## config.mk

```make
export PLATFORM = sky130hd
export DESIGN_NAME = binary_to_utf8_text_encoder
export DESIGN_NICKNAME = d
export VERILOG_FILES = /design/src/hw/rtl/b2u_pkg.sv /design/src/hw/rtl/b2u_front.sv /design/src/hw/rtl/b2u_fifo.sv /design/src/hw/rtl/b2u_back.sv /design/src/hw/rtl/binary_to_utf8_text_encoder.sv
export SDC_FILE = /design/constraint.sdc
export NUM_CORES = 1
export LEC_CHECK = 0
export BUFFER_PORTS_ARGS = -buffer_cell sky130_fd_sc_hd__buf_2
export CORE_UTILIZATION = 35
export DETAILED_ROUTE_END_ITERATION = 12
export GPL_ROUTABILITY_DRIVEN = 1
export PLACE_DENSITY = 0.51
export SYNTH_ARGS = -nofsm -noshare
export SYNTH_HDL_FRONTEND = slang
export SYNTH_SLANG_ARGS = --single-unit
```

## constraint.sdc

```tcl
create_clock -name clk -period 9.6 [get_ports clk]
set_input_delay 1.92 -clock clk [delete_from_list [all_inputs] [get_ports clk]]
set_output_delay 1.92 -clock clk [all_outputs]
set_load 0.02 [all_outputs]
```

## src/hw/rtl/b2u_pkg.sv

```systemverilog
package b2u_pkg;

  // bit buffer geometry
  localparam int BUF_W      = 27;
  localparam int CNT_W      = 5;
  localparam int FULL_BITS  = 20;  // a full group needs this many pending bits
  localparam int CLAMP_BITS = 19;  // pending bits kept when a new byte arrives
  localparam int SHORT_W    = 7;   // widest field taken in one extraction
  localparam int FIELD_6    = 6;
  localparam int ONE_BIT_AT = 14;  // pending bits that add the extra class bit

  // output bytes per input beat
  localparam int K_W   = 4;
  localparam int K_MAX = 6;        // no new group once more than this many bytes are out

  // value classes
  localparam logic [6:0] VAL_SPACE   = 7'h20;
  localparam logic [6:0] VAL_TWO_LIM = 7'd30;
  localparam logic [6:0] VAL_C31     = 7'd31;
  localparam logic [6:0] VAL_QUOTE   = 7'd34;
  localparam logic [6:0] VAL_BSLASH  = 7'd92;

  // byte tags
  localparam logic [7:0] LEAD_2B     = 8'b1100_0000;
  localparam logic [7:0] LEAD_C30    = 8'b1110_0010;
  localparam logic [7:0] LEAD_C31    = 8'b1110_0110;
  localparam logic [7:0] LEAD_QUOTE  = 8'b1110_1010;
  localparam logic [7:0] LEAD_BSLASH = 8'b1110_1110;
  localparam logic [7:0] CONT_TAG    = 8'b1000_0000;
  localparam logic [5:0] CONT_MASK   = 6'b11_1111;

  // group queue
  localparam int Q_DEPTH = 4;
  localparam int Q_AW    = $clog2(Q_DEPTH);

  // one encoded group: 1 to 3 bytes, byte 0 goes out first
  typedef struct packed {
    logic [2:0][7:0] bytes;
    logic [1:0]      nbytes;
    logic            last;    // final group of the input beat
  } group_t;

endpackage

```

## src/hw/rtl/b2u_front.sv

```systemverilog
module b2u_front (
  input  logic            clk,
  input  logic            rst_n,
  input  logic            in_valid,
  output logic            in_ready,
  input  logic [7:0]      in_data_byte,
  input  logic            in_final_byte,
  output logic            push,
  output b2u_pkg::group_t push_group,
  input  logic            q_full
);
  import b2u_pkg::*;

  typedef enum logic {F_IDLE, F_GROUP} fstate_t;

  fstate_t              state_r, state_nxt;
  logic [BUF_W-1:0]     bits_r, bits_nxt;
  logic [CNT_W-1:0]     cnt_r, cnt_nxt;
  logic                 final_r, final_nxt;
  logic [K_W-1:0]       k_r, k_nxt;

  logic [CNT_W-1:0]     rem1, pos2, pos3, pos4, cnt_after, cnt_clamp;
  logic [2:0]           n7, m6, wn, p6;
  logic [6:0]           v, vp2, f2, f3, fw, w, w3;
  logic                 o1, is_one, is_two, cont, more;
  logic [7:0]           lead;
  logic [K_W-1:0]       k_after;
  group_t               grp;

  function automatic logic [6:0] take_field(logic [BUF_W-1:0] bits_i,
                                            logic [CNT_W-1:0] pos,
                                            logic [2:0] n);
    logic [BUF_W-1:0] sh;
    sh = bits_i >> pos;
    return sh[6:0] & ~(7'h7F << n);
  endfunction

  // group extraction from the current pending count
  always_comb begin
    n7   = (cnt_r < CNT_W'(SHORT_W)) ? cnt_r[2:0] : 3'(SHORT_W);
    rem1 = cnt_r - CNT_W'(n7);
    v    = take_field(bits_r, rem1, n7);
    m6   = (rem1 < CNT_W'(FIELD_6)) ? rem1[2:0] : 3'(FIELD_6);
    o1   = (cnt_r >= CNT_W'(ONE_BIT_AT));

    // two-byte path
    vp2  = v + 7'd2;
    pos2 = rem1 - CNT_W'(m6);
    f2   = take_field(bits_r, pos2, m6);

    // three-byte path
    wn   = (m6 != 3'd0) ? (m6 + 3'(o1)) : 3'd0;
    pos3 = rem1 - CNT_W'(wn);
    fw   = take_field(bits_r, pos3, wn);
    w    = (m6 != 3'd0) ? fw : v;
    p6   = (pos3 < CNT_W'(FIELD_6)) ? pos3[2:0] : 3'(FIELD_6);
    pos4 = pos3 - CNT_W'(p6);
    f3   = take_field(bits_r, pos4, p6);
    w3   = (p6 != 3'd0) ? f3 : w;

    is_one = (v >= VAL_SPACE) && (v != VAL_QUOTE) && (v != VAL_BSLASH);
    is_two = (v < VAL_TWO_LIM);

    if (v == VAL_TWO_LIM) begin
      lead = LEAD_C30;
    end else if (v == VAL_C31) begin
      lead = LEAD_C31;
    end else if (v == VAL_QUOTE) begin
      lead = LEAD_QUOTE;
    end else begin
      lead = LEAD_BSLASH;
    end

    grp.bytes = '0;
    grp.last  = 1'b0;
    if (is_one) begin
      grp.bytes[0] = {1'b0, v};
      grp.nbytes   = 2'd1;
      cnt_after    = rem1;
    end else if (is_two) begin
      grp.bytes[0] = LEAD_2B | {1'b0, vp2};
      grp.bytes[1] = CONT_TAG | {1'b0, (m6 != 3'd0) ? f2 : vp2};
      grp.nbytes   = 2'd2;
      cnt_after    = pos2;
    end else begin
      grp.bytes[0] = lead | {7'b0, w[6]};
      grp.bytes[1] = CONT_TAG | {2'b0, w[5:0] & CONT_MASK};
      grp.bytes[2] = CONT_TAG | {2'b0, w3[5:0] & CONT_MASK};
      grp.nbytes   = 2'd3;
      cnt_after    = pos4;
    end

    k_after = k_r + K_W'(grp.nbytes);
    cont    = ((cnt_r >= CNT_W'(FULL_BITS)) || (final_r && (cnt_r != '0)))
              && (k_r <= K_W'(K_MAX));
    more    = ((cnt_after >= CNT_W'(FULL_BITS)) || (final_r && (cnt_after != '0)))
              && (k_after <= K_W'(K_MAX));
    grp.last = !more;
  end

  assign in_ready   = (state_r == F_IDLE);
  assign push       = (state_r == F_GROUP) && cont && !q_full;
  assign push_group = grp;
  assign cnt_clamp  = (cnt_r > CNT_W'(CLAMP_BITS)) ? CNT_W'(CLAMP_BITS) : cnt_r;

  always_comb begin
    state_nxt = state_r;
    bits_nxt  = bits_r;
    cnt_nxt   = cnt_r;
    final_nxt = final_r;
    k_nxt     = k_r;
    case (state_r)
      F_IDLE: begin
        if (in_valid) begin
          bits_nxt  = {bits_r[BUF_W-9:0], in_data_byte};
          cnt_nxt   = cnt_clamp + CNT_W'(8);
          final_nxt = in_final_byte;
          k_nxt     = '0;
          state_nxt = F_GROUP;
        end
      end
      F_GROUP: begin
        if (!cont) begin
          state_nxt = F_IDLE;
        end else if (!q_full) begin
          cnt_nxt = cnt_after;
          k_nxt   = k_after;
        end
      end
      default: state_nxt = F_IDLE;
    endcase
  end

  always_ff @(posedge clk) begin
    if (!rst_n) begin
      state_r <= F_IDLE;
      bits_r  <= '0;
      cnt_r   <= '0;
      final_r <= 1'b0;
      k_r     <= '0;
    end else begin
      state_r <= state_nxt;
      bits_r  <= bits_nxt;
      cnt_r   <= cnt_nxt;
      final_r <= final_nxt;
      k_r     <= k_nxt;
    end
  end

endmodule

```

## src/hw/rtl/b2u_fifo.sv

```systemverilog
module b2u_fifo (
  input  logic            clk,
  input  logic            rst_n,
  input  logic            push,
  input  b2u_pkg::group_t push_group,
  output logic            full,
  input  logic            pop,
  output logic            head_valid,
  output b2u_pkg::group_t head
);
  import b2u_pkg::*;

  group_t            mem_r [Q_DEPTH];
  logic [Q_AW-1:0]   wr_ptr_r, rd_ptr_r;
  logic [Q_AW:0]     fill_r;

  assign full       = (fill_r == (Q_AW+1)'(Q_DEPTH));
  assign head_valid = (fill_r != '0);
  assign head       = mem_r[rd_ptr_r];

  always_ff @(posedge clk) begin
    if (push) begin
      mem_r[wr_ptr_r] <= push_group;
    end
  end

  always_ff @(posedge clk) begin
    if (!rst_n) begin
      wr_ptr_r <= '0;
      rd_ptr_r <= '0;
      fill_r   <= '0;
    end else begin
      if (push) wr_ptr_r <= wr_ptr_r + 1'b1;
      if (pop)  rd_ptr_r <= rd_ptr_r + 1'b1;
      case ({push, pop})
        2'b10:   fill_r <= fill_r + 1'b1;
        2'b01:   fill_r <= fill_r - 1'b1;
        default: fill_r <= fill_r;
      endcase
    end
  end

endmodule

```

## src/hw/rtl/b2u_back.sv

```systemverilog
module b2u_back (
  input  logic            clk,
  input  logic            rst_n,
  input  logic            head_valid,
  input  b2u_pkg::group_t head,
  output logic            pop,
  output logic            out_valid,
  input  logic            out_ready,
  output logic [7:0]      out_text_byte,
  output logic            out_run_last
);
  import b2u_pkg::*;

  logic [1:0] idx_r;
  logic       out_valid_r;
  logic [7:0] byte_r;
  logic       last_r;
  logic [7:0] sel_byte;
  logic       at_end, load;

  always_comb begin
    case (idx_r)
      2'd0:    sel_byte = head.bytes[0];
      2'd1:    sel_byte = head.bytes[1];
      default: sel_byte = head.bytes[2];
    endcase
  end

  assign at_end = (idx_r == (head.nbytes - 2'd1));
  assign load   = head_valid && (!out_valid_r || out_ready);
  assign pop    = load && at_end;

  assign out_valid     = out_valid_r;
  assign out_text_byte = byte_r;
  assign out_run_last  = last_r;

  always_ff @(posedge clk) begin
    if (!rst_n) begin
      out_valid_r <= 1'b0;
      idx_r       <= '0;
    end else if (load) begin
      out_valid_r <= 1'b1;
      idx_r       <= at_end ? 2'd0 : idx_r + 2'd1;
    end else if (out_ready) begin
      out_valid_r <= 1'b0;
    end
  end

  always_ff @(posedge clk) begin
    if (load) begin
      byte_r <= sel_byte;
      last_r <= head.last && at_end;
    end
  end

endmodule

```

## src/hw/rtl/binary_to_utf8_text_encoder.sv

```systemverilog
// channel  | ports                                   | dir | beat
// ---------+-----------------------------------------+-----+-----------------------------
// input    | in_valid in_ready in_data_byte          | in  | one raw byte, MSB first
//          | in_final_byte                           |     | 1 = end of stream, flush
// result   | out_valid out_ready out_text_byte       | out | one UTF-8 byte
//          | out_run_last                            |     | 1 = last byte of this input
//
// Sequence: an input beat is accepted while the front is idle, then the front forms
//   its groups (1-3 text bytes each) one after another while the queue is not full:
//   0-2 groups for a normal beat, up to 4 on a flush, and then returns to idle once it
//   finds the beat done. This front loop sets the rate, as the back sends one text byte
//   per cycle and keeps up through the queue unless out_ready is held low.
// Reset: synchronous, active low; clears the bit buffer, count, queue and output.
// Stalls: in_ready is high only while the front is idle; the 4-entry group queue
//   lets the front keep forming groups while the output is held, and group forming
//   stalls only when the queue is full.
module binary_to_utf8_text_encoder (
  input  logic       clk,
  input  logic       rst_n,
  input  logic       in_valid,
  output logic       in_ready,
  input  logic [7:0] in_data_byte,
  input  logic       in_final_byte,
  output logic       out_valid,
  input  logic       out_ready,
  output logic [7:0] out_text_byte,
  output logic       out_run_last
);
  import b2u_pkg::*;

  // front -> queue
  logic   push, q_full;
  group_t push_group;

  // queue -> back
  logic   head_valid, pop;
  group_t head;

  // bit buffer, value classification, per-beat byte budget
  b2u_front u_front (
    .clk          (clk),
    .rst_n        (rst_n),
    .in_valid     (in_valid),
    .in_ready     (in_ready),
    .in_data_byte (in_data_byte),
    .in_final_byte(in_final_byte),
    .push         (push),
    .push_group   (push_group),
    .q_full       (q_full)
  );

  // decouples group forming from byte output
  b2u_fifo u_fifo (
    .clk       (clk),
    .rst_n     (rst_n),
    .push      (push),
    .push_group(push_group),
    .full      (q_full),
    .pop       (pop),
    .head_valid(head_valid),
    .head      (head)
  );

  // serializes each group into text bytes behind an output register
  b2u_back u_back (
    .clk          (clk),
    .rst_n        (rst_n),
    .head_valid   (head_valid),
    .head         (head),
    .pop          (pop),
    .out_valid    (out_valid),
    .out_ready    (out_ready),
    .out_text_byte(out_text_byte),
    .out_run_last (out_run_last)
  );

endmodule

```

==> results of run 1 <==
registers in the layout (all words and copies together), names as in the netlist, named ones only:
signal and count:
u_fifo.mem_r 96, u_front.bits_r 27, u_back.out_text_byte 8, u_front.cnt_r 5, u_front.k_r 4, u_fifo.fill_r 3, u_back.idx_r 2, u_fifo.rd_ptr_r 2
u_fifo.wr_ptr_r 2, u_back.out_run_last 1, u_back.out_valid 1, u_front.final_r 1, u_front.state_r 1
cell usage after synthesis, types with 5 or more instances:
| master | count | area share |
|---|---|---|
| sky130_fd_sc_hd__a21oi_1 | 48 | 0.020 |
| sky130_fd_sc_hd__and2_1 | 20 | 0.010 |
| sky130_fd_sc_hd__buf_1 | 5 | 0.0016 |
| sky130_fd_sc_hd__mux4_2 | 76 | 0.14 |
| sky130_fd_sc_hd__a221oi_1 | 6 | 0.0044 |
| sky130_fd_sc_hd__buf_4 | 6 | 0.0037 |
| sky130_fd_sc_hd__nor2b_1 | 25 | 0.013 |
| sky130_fd_sc_hd__a22oi_1 | 8 | 0.0050 |
| sky130_fd_sc_hd__o21ai_1 | 7 | 0.0029 |
| sky130_fd_sc_hd__dfxtp_1 | 50 | 0.083 |
| sky130_fd_sc_hd__o31a_1 | 6 | 0.0044 |
| sky130_fd_sc_hd__a221o_1 | 8 | 0.0066 |
| sky130_fd_sc_hd__o211ai_1 | 19 | 0.012 |
| sky130_fd_sc_hd__o21ai_0 | 61 | 0.025 |
| sky130_fd_sc_hd__xnor2_1 | 14 | 0.010 |
| sky130_fd_sc_hd__mux2_2 | 15 | 0.014 |
| sky130_fd_sc_hd__a31oi_1 | 9 | 0.0047 |
| sky130_fd_sc_hd__nor3_1 | 16 | 0.0066 |
| sky130_fd_sc_hd__xor2_1 | 5 | 0.0036 |
| sky130_fd_sc_hd__inv_1 | 27 | 0.0084 |
| sky130_fd_sc_hd__nand2_1 | 150 | 0.047 |
| sky130_fd_sc_hd__buf_6 | 7 | 0.0065 |
| sky130_fd_sc_hd__edfxtp_1 | 105 | 0.26 |
| sky130_fd_sc_hd__o22ai_1 | 9 | 0.0047 |
| sky130_fd_sc_hd__nor2_1 | 73 | 0.023 |
| sky130_fd_sc_hd__mux2i_1 | 105 | 0.087 |
| sky130_fd_sc_hd__a21o_1 | 7 | 0.0044 |
| sky130_fd_sc_hd__a21boi_0 | 35 | 0.022 |
| sky130_fd_sc_hd__clkbuf_1 | 71 | 0.022 |
| sky130_fd_sc_hd__nand4_1 | 6 | 0.0031 |
| sky130_fd_sc_hd__a211oi_1 | 18 | 0.011 |
| sky130_fd_sc_hd__o21a_1 | 6 | 0.0037 |
| sky130_fd_sc_hd__ha_1 | 17 | 0.018 |
| sky130_fd_sc_hd__buf_2 | 22 | 0.0091 |
| sky130_fd_sc_hd__nand3_1 | 29 | 0.012 |
| sky130_fd_sc_hd__a311oi_1 | 5 | 0.0036 |
logic make-up (layout without fill, tap and decap cells):
kind of cell	after synthesis	in the layout	synth area share
buf+inv	144	127	0.0539
compound gates	307	307	0.179
other cells	2	6	0.000622
simple gates	354	354	0.137
flops	155	155	0.344
mux	199	199	0.246
xor+xnor	20	20	0.0161
fa+ha+maj	20	20	0.0226
worst register-to-register path: cells and delay by family (launching register included):
family / cells / cell delay (ns)
AO/OA/AOI/OAI: 9 / 2.49
adder cells (fa/ha/maj): 4 / 1.43
AND/OR/NAND/NOR: 8 / 1.39
XOR/XNOR: 3 / 1.06
flip-flops: 1 / 0.84
buffers and inverters: 3 / 0.79
multiplexers: 1 / 0.12
report_power, final:
part	switching (mW)	internal, mW
registers	0.0204	0.779
logic	1.58	0.977
clock network	0.320	0.351
worst paths after layout:
path	startpoint	end	slack, ns
setup / recovery	u_front.cnt_r[3]$_SDFFE_PN0P_	u_fifo.mem_r[0][20]$_DFFE_PP_	1.16
setup reg to reg	u_front.cnt_r[3]$_SDFFE_PN0P_	u_fifo.mem_r[0][20]$_DFFE_PP_	1.16
hold / removal	u_back.idx_r[1]$_SDFFE_PN0P_	u_back.idx_r[1]$_SDFFE_PN0P_	0.47
hold reg to reg	u_back.idx_r[1]$_SDFFE_PN0P_	u_back.idx_r[1]$_SDFFE_PN0P_	0.47
routing by layer:
metal | up-vias | share of wire | global-route usage
met5 | - | 0 | 0
met4 | 0 | 0.022 | 0.0729
met2 | 381 | 0.46 | 0.346
met1 | 4872 | 0.46 | 0.307
met3 | 59 | 0.059 | 0.0331
li1 | 4500 | - | -
metrics by stage:
| stage | cell area, um2 | std cells | worst slack, ns |
|---|---|---|---|
| after detailed placement | 12600 | 1604 | 1.36 |
| after global placement | 12600 | 1604 | 1.58 |
| after global routing | 13100 | 1636 | 0.578 |
| after floorplan | 12100 | 1205 | 2.41 |
| final | 13100 | 1636 | 1.16 |
| after CTS | 13100 | 1636 | 1.30 |
layout make-up:
| class | instances | area, um2 | share of cell area |
|---|---|---|---|
| Clock buffer | 17 | 425 | 0.0324 |
| Clock inverter | 15 | 171 | 0.0130 |
| Inverter | 33 | 131 | 0.00999 |
| Multi-Input combinational cell | 906 | 7300 | 0.555 |
| Sequential cell | 155 | 4160 | 0.316 |
| Tap cell | 448 | 561 | 0.0426 |
| Timing Repair Buffer | 62 | 408 | 0.0310 |
==> results.txt, run 1 <==
The flow ran to the end, and the final reports show no timing, DRC or antenna violations. The antenna violation net count after detailed routing is 0. The floorplan step set the die width to 188 um. The filler cells instantiated in the layout total 3349.

The maximum clock frequency came out at about 120 MHz. The starting density of the core came out at 0.358. By startpoint and endpoint, the worst setup path is classified as register to register. The worst hold path belongs to the class register to register. The Yosys warning count is 0. The die covers 0.0352 mm2.

The category of cells accounting for the largest share of critical-path delay is compound AO/OA/AOI/OAI gates. Among all stages on the critical path, the largest delay is contributed by sky130_fd_sc_hd__dfxtp_1. The mean number of vias per cell is 6.00. The number of enable flip-flop cells after synthesis is between 100 and 150. The remaining design rule violation count came out at 0. Measured against its own limit, the worst slew margin works out to 0.295. For this design the static power due to leakage is ~4.5 nW. The data arrival time of the critical path is around 8.6 ns. The cell area after synthesis is 0.0121 mm2.

The count of cell types in the netlist came out at 94. After the last flow step, the layout net total stands at ~1200. In this run the standard cell core region covers roughly 0.034 mm2. At the pin with the least slew margin, the transition time is approximately 1.1 ns. The worst-case hold slack came out at 0.473 ns.

The share of the core filled with cells came out at 0.390. The overall fraction of global-route tracks in use is 0.219. The final setup skew is 0.0126 ns. Post-CTS timing repair inserted 0 buffers for setup. The summed negative setup slack over all endpoints is 0 ns. The total of flip-flops plus latches after synthesis is 155. The buffer levels on the longest clock path came out at 2. Across the run, the number of max-cap violations was 0. The placement row count is 67. The number of antenna violations at the first check in global routing was 0.

The number of buffers created by CTS is 17. The most used flip-flop cell after synthesis is sky130_fd_sc_hd__edfxtp_1. The final weighted congestion of routability-driven global placement came out at roughly 0.92. The floorplan step set the die height to between 150 and 200 um. The sequential element share of the synthesized area is 0.344. The number of hold buffers added after CTS was 0. The final global-route overflow total is 0. The final count of pins violating max slew is 0. The number of I/O port buffers is 23. The number of global-route vias before repair is between 9000 and 10000. The sort of element at the start of the critical path is a register. Synthesis produced ~1200 cells.

The routed design has ~38000 um of wire. STA classifies the critical path endpoint as a register. Clock tree synthesis found a total of approximately 160 sinks. The final hold violation count is 0. The total of endpoints with negative setup slack in the final report is 0. The largest net degree at the start of global routing is 50.

The number of antenna cells inserted is 0. For this design the ratio of total power to cell area is roughly 300 mW/mm2. The clock slew seen by the registers of the worst setup and hold paths came out at ~0.07 ns.

Setup repair after global routing left no endpoint under its margin. The top cell types in the final layout, fill and taps aside, are sky130_fd_sc_hd__nand2_1, sky130_fd_sc_hd__mux2i_1, sky130_fd_sc_hd__edfxtp_1, sky130_fd_sc_hd__mux4_2, sky130_fd_sc_hd__nor2_1. The required time of the worst setup path is around 9.7 ns. The worst-case vdd ir drop is approximately 190 uV. The clock period minus worst slack came out at 8.44 ns.

The total of cells resized after clock tree synthesis is 0. The detailed-placement wirelength estimate came out at between 20000 and 30000 um. The source-to-sink clock delay at the later pin of the worst-skew pair came out at 0.43 ns.

The delay of the slowest cell on the worst path is approximately 0.84 ns. The library cell used most frequently in the layout, excluding fill and tap cells, is sky130_fd_sc_hd__nand2_1. 24 I/O pins were placed. TritonCTS built the clock tree. The first TritonRoute pass finished after 5 iterations.

The area growth from synthesis to layout is 8.98%. The largest fanout of any net on the critical path came out at 33. The wire length of the first global-routing pass came out at about 60000 um. The root buffer cell is sky130_fd_sc_hd__clkbuf_16. The critical path crosses 28 cells after its start point. The completed layout was analyzed and its total power is 4.03 mW. The post-detailed-route wirelength per cell came out at 23.2 um. For the worst flop-to-flop path, the logic depth is 28.

The worst hold path cell count came out at 2. The number of buffers and inverters on the critical path came out at 3. The async set or reset register ratio after synthesis came out at 0. In the final layout, the share of cells above drive strength 1 is 0.189. In the finished design, the share of the clock period the worst path needs comes to 0.880. In this run the number of H-tree levels came out at 4. The starting DRC count in detailed routing is roughly 1000.

The total via count in the routed design is about 9800. Averaged over all synthesized cells, the footprint is 10.0 um2.
Power figures use the tool's default switching activity.
==> run 2: changes to the inputs <==
Settings changed: CORE_UTILIZATION 35 to 40, PLACE_DENSITY 0.51 to 0.56.
==> results.txt, run 2 (synthesized netlist as in run 1, its figures left out) <==
Status: complete, no violations (unchanged). The total of cells resized after clock tree synthesis is 0 (unchanged). The remaining design rule violation count is 0 (unchanged).

The starting DRC count in detailed routing came out at 988 (was 1033). The final count of pins violating max slew is 0 (unchanged). The net count of the finished layout is 1208 (unchanged). The cell-internal power was 2.10 mW (was 2.11 mW). Commonest cells after routing, fill and taps aside: sky130_fd_sc_hd__nand2_1, sky130_fd_sc_hd__mux2i_1, sky130_fd_sc_hd__edfxtp_1, sky130_fd_sc_hd__mux4_2, sky130_fd_sc_hd__nor2_1 (unchanged). The mean number of vias per cell came out at 6.23 (was 6.00). The flip-flop count of the largest register after layout was 96 (unchanged). The final weighted congestion of routability-driven global placement is 0.905 (was 0.920). The number of iterations in the first detailed-routing pass was 6 (was 5).

The layout overhead on the synthesized area was 8.48% (was 8.98%). The proportion of power drawn by flip-flops and latches is 0.199 (about the same). The TritonCTS sink count was 155 (unchanged). The detailed-route wire length is 38100 um (was 38000 um). The required time of the worst setup path came out at 9.82 ns (was 9.74 ns). The transition time at the pin with the least slew margin is 0.942 ns (was 1.06 ns). The largest fanout of any net on the critical path was 25 (was 33). The commonest non-fill, non-tap cell in the layout is sky130_fd_sc_hd__nand2_1 (unchanged).

The detailed-placement wirelength estimate is 25500 um (was 25600 um). The total of endpoints with negative setup slack in the final report came out at 0 (unchanged). The CTS tree is built (unchanged). Unrepaired setup endpoints after global routing: no (unchanged).

The number of I/O port buffers is 23 (unchanged). The clock slew seen by the registers of the worst setup and hold paths was 0.07 ns (about the same). The portion of total power attributed to combinational logic came to 0.631 (was 0.635). The buffer levels on the longest clock path came out at 2 (unchanged). The worst-case vdd ir drop is 254 uV (was 186 uV). The placeable core area is 0.0296 mm2 (was 0.0337 mm2). The final global-route overflow total came out at 0 (unchanged).

The summed negative setup slack over all endpoints is 0 ns (unchanged). The total via count in the routed design is 9833 (was 9812). The placement row count came out at 63 (was 67). The number of global-route vias before repair came out at 9822 (was 9505).

The number of antenna cells inserted came out at 0 (unchanged). The class of the most critical hold timing path is register to register (unchanged). The share of layout cells above drive strength 1 came out at 0.189 (unchanged). The number of violations of the max-capacitance limit was 0 (unchanged). The chip width came out at 176 um (was 188 um). The share of the core filled with cells came to 0.442 (was 0.390). The overall fraction of global-route tracks in use came out at 0.254 (was 0.219). The delay of the slowest cell on the worst path came out at 0.89 ns (was 0.84 ns). The setup fix buffers added after clock tree synthesis is 0 (unchanged). The net switching power is 1.92 mW (about the same). The antenna violation net count after detailed routing is 0 (unchanged).

The largest net degree at the start of global routing came to 50 (unchanged). The static leakage power was 4.51 nW (about the same). The overall die area is 0.0309 mm2 (was 0.0352 mm2).

The critical-path cell with the highest stage delay is sky130_fd_sc_hd__dfxtp_1 (unchanged). The fraction of power consumed by the clock network came out at 0.170 (was 0.167). The starting density of the core came out at 0.407 (was 0.358).

The number of buffers created by CTS came out at 17 (unchanged). The switching power as a share of total power came to 0.478 (was 0.477). The root buffer cell is sky130_fd_sc_hd__clkbuf_16 (unchanged). The critical path class is register to register (unchanged).

The sort of element at the start of the critical path is a register (unchanged). The number of top-level pins is 24 (unchanged). The die extent in y is 176 um (was 188 um). The source-to-sink clock delay at the later pin of the worst-skew pair is 0.44 ns (was 0.43 ns).

The register bank with the most flops is u_fifo.mem_r (unchanged). The data arrival time of the critical path is 8.64 ns (was 8.58 ns). The final cell count without fillers came out at 1578 (was 1636). The number of antenna violations at the first check in global routing came to 0 (unchanged). The power density of the placed cells is 307 mW/mm2 (was 306 mW/mm2).

The clock period minus worst slack came to 8.42 ns (was 8.44 ns). The maximum clock frequency is 119 MHz (was 118 MHz). The final hold violation count is 0 (unchanged). The final worst-path cycle share is 0.877 (was 0.880).

The number of fill cells is 2857 (was 3349). The final setup skew came to 0.0123 ns (was 0.0126 ns). The wire length of the first global-routing pass is 59500 um (was 59200 um). The placed instance count came out at 1546 (was 1604). The number of buffers inserted by hold repair at cts came to 0 (unchanged). The post-detailed-route wirelength per cell came to 24.2 um (was 23.2 um). The tightest slew margin relative to the limit is 0.372 (was 0.295). The depth of the CTS H-tree is 4 (unchanged). The endpoint class of the critical path is a register (unchanged).
## run 2: cell types whose count changed in the layout (fill, tap and decap cells not counted), sizes merged
| cell | change |
|---|---|
| clkinvlp | -1 |
| inv | +1 |
## run 2: worst max-delay path, delay by kind of cell, from the launching register on
| kind | cells | cell delay [ns] |
|---|---|---|
| compound gates | 9 | 2.14 |
| xor+xnor | 3 | 1.09 |
| fa+ha+maj | 4 | 1.65 |
| buf+inv | 3 | 0.80 |
| flops | 1 | 0.89 |
| mux | 2 | 0.29 |
| simple gates | 8 | 1.28 |
## run 2: layout make-up
type                       count  area, um2  area share
multi-input combinational    906       7300       0.557
sequential                   155       4160       0.317
tap                          390        488      0.0373
clock buffer                  17        425      0.0325
timing repair buffer          62        408      0.0312
clock inverter                15        184      0.0141
inverter                      33        131      0.0100
## run 2: power groups by stage
stage               Clock (mW)  Sequential [mW]  Combinational, mW
finish                   0.683            0.799               2.53
global route             0.720            0.800               2.72
CTS                      0.692            0.798               2.49
detailed placement           0            0.813               2.48
global placement             0            0.812               2.48
floorplan                    0            0.800               1.91
## run 2: path summary, 6_finish.rpt
kind              cells after the start                           from                            end  slack [ns]
setup / recovery                     29  u_front.cnt_r[3]$_SDFFE_PN0P_  u_fifo.mem_r[1][20]$_DFFE_PP_        1.18
setup reg to reg                     29  u_front.cnt_r[3]$_SDFFE_PN0P_  u_fifo.mem_r[1][20]$_DFFE_PP_        1.18
hold reg to reg                       2   u_back.idx_r[1]$_SDFFE_PN0P_   u_back.idx_r[1]$_SDFFE_PN0P_        0.48
hold / removal                        2   u_back.idx_r[1]$_SDFFE_PN0P_   u_back.idx_r[1]$_SDFFE_PN0P_        0.48
## run 2: per-layer routing
layer | up-vias | wire, um | GRT usage
met5 | - | 0 | 0
met4 | 0 | 1090 | 0.103
met3 | 90 | 2800 | 0.0455
met2 | 456 | 17800 | 0.400
met1 | 4792 | 16500 | 0.344
li1 | 4495 | - | -
## run 2: metrics by stage
| step | cell area (um2) | setup slack [ns] | hold slack [ns] | power, mW |
|---|---|---|---|---|
| floorplan | 12100 | 2.41 | 0.441 | 2.71 |
| global placement | 12500 | 1.57 | 0.458 | 3.29 |
| detailed placement | 12500 | 1.37 | 0.472 | 3.29 |
| CTS | 13100 | 1.32 | 0.479 | 3.98 |
| global route | 13100 | 0.468 | 0.510 | 4.24 |
| finish | 13100 | 1.18 | 0.479 | 4.01 |
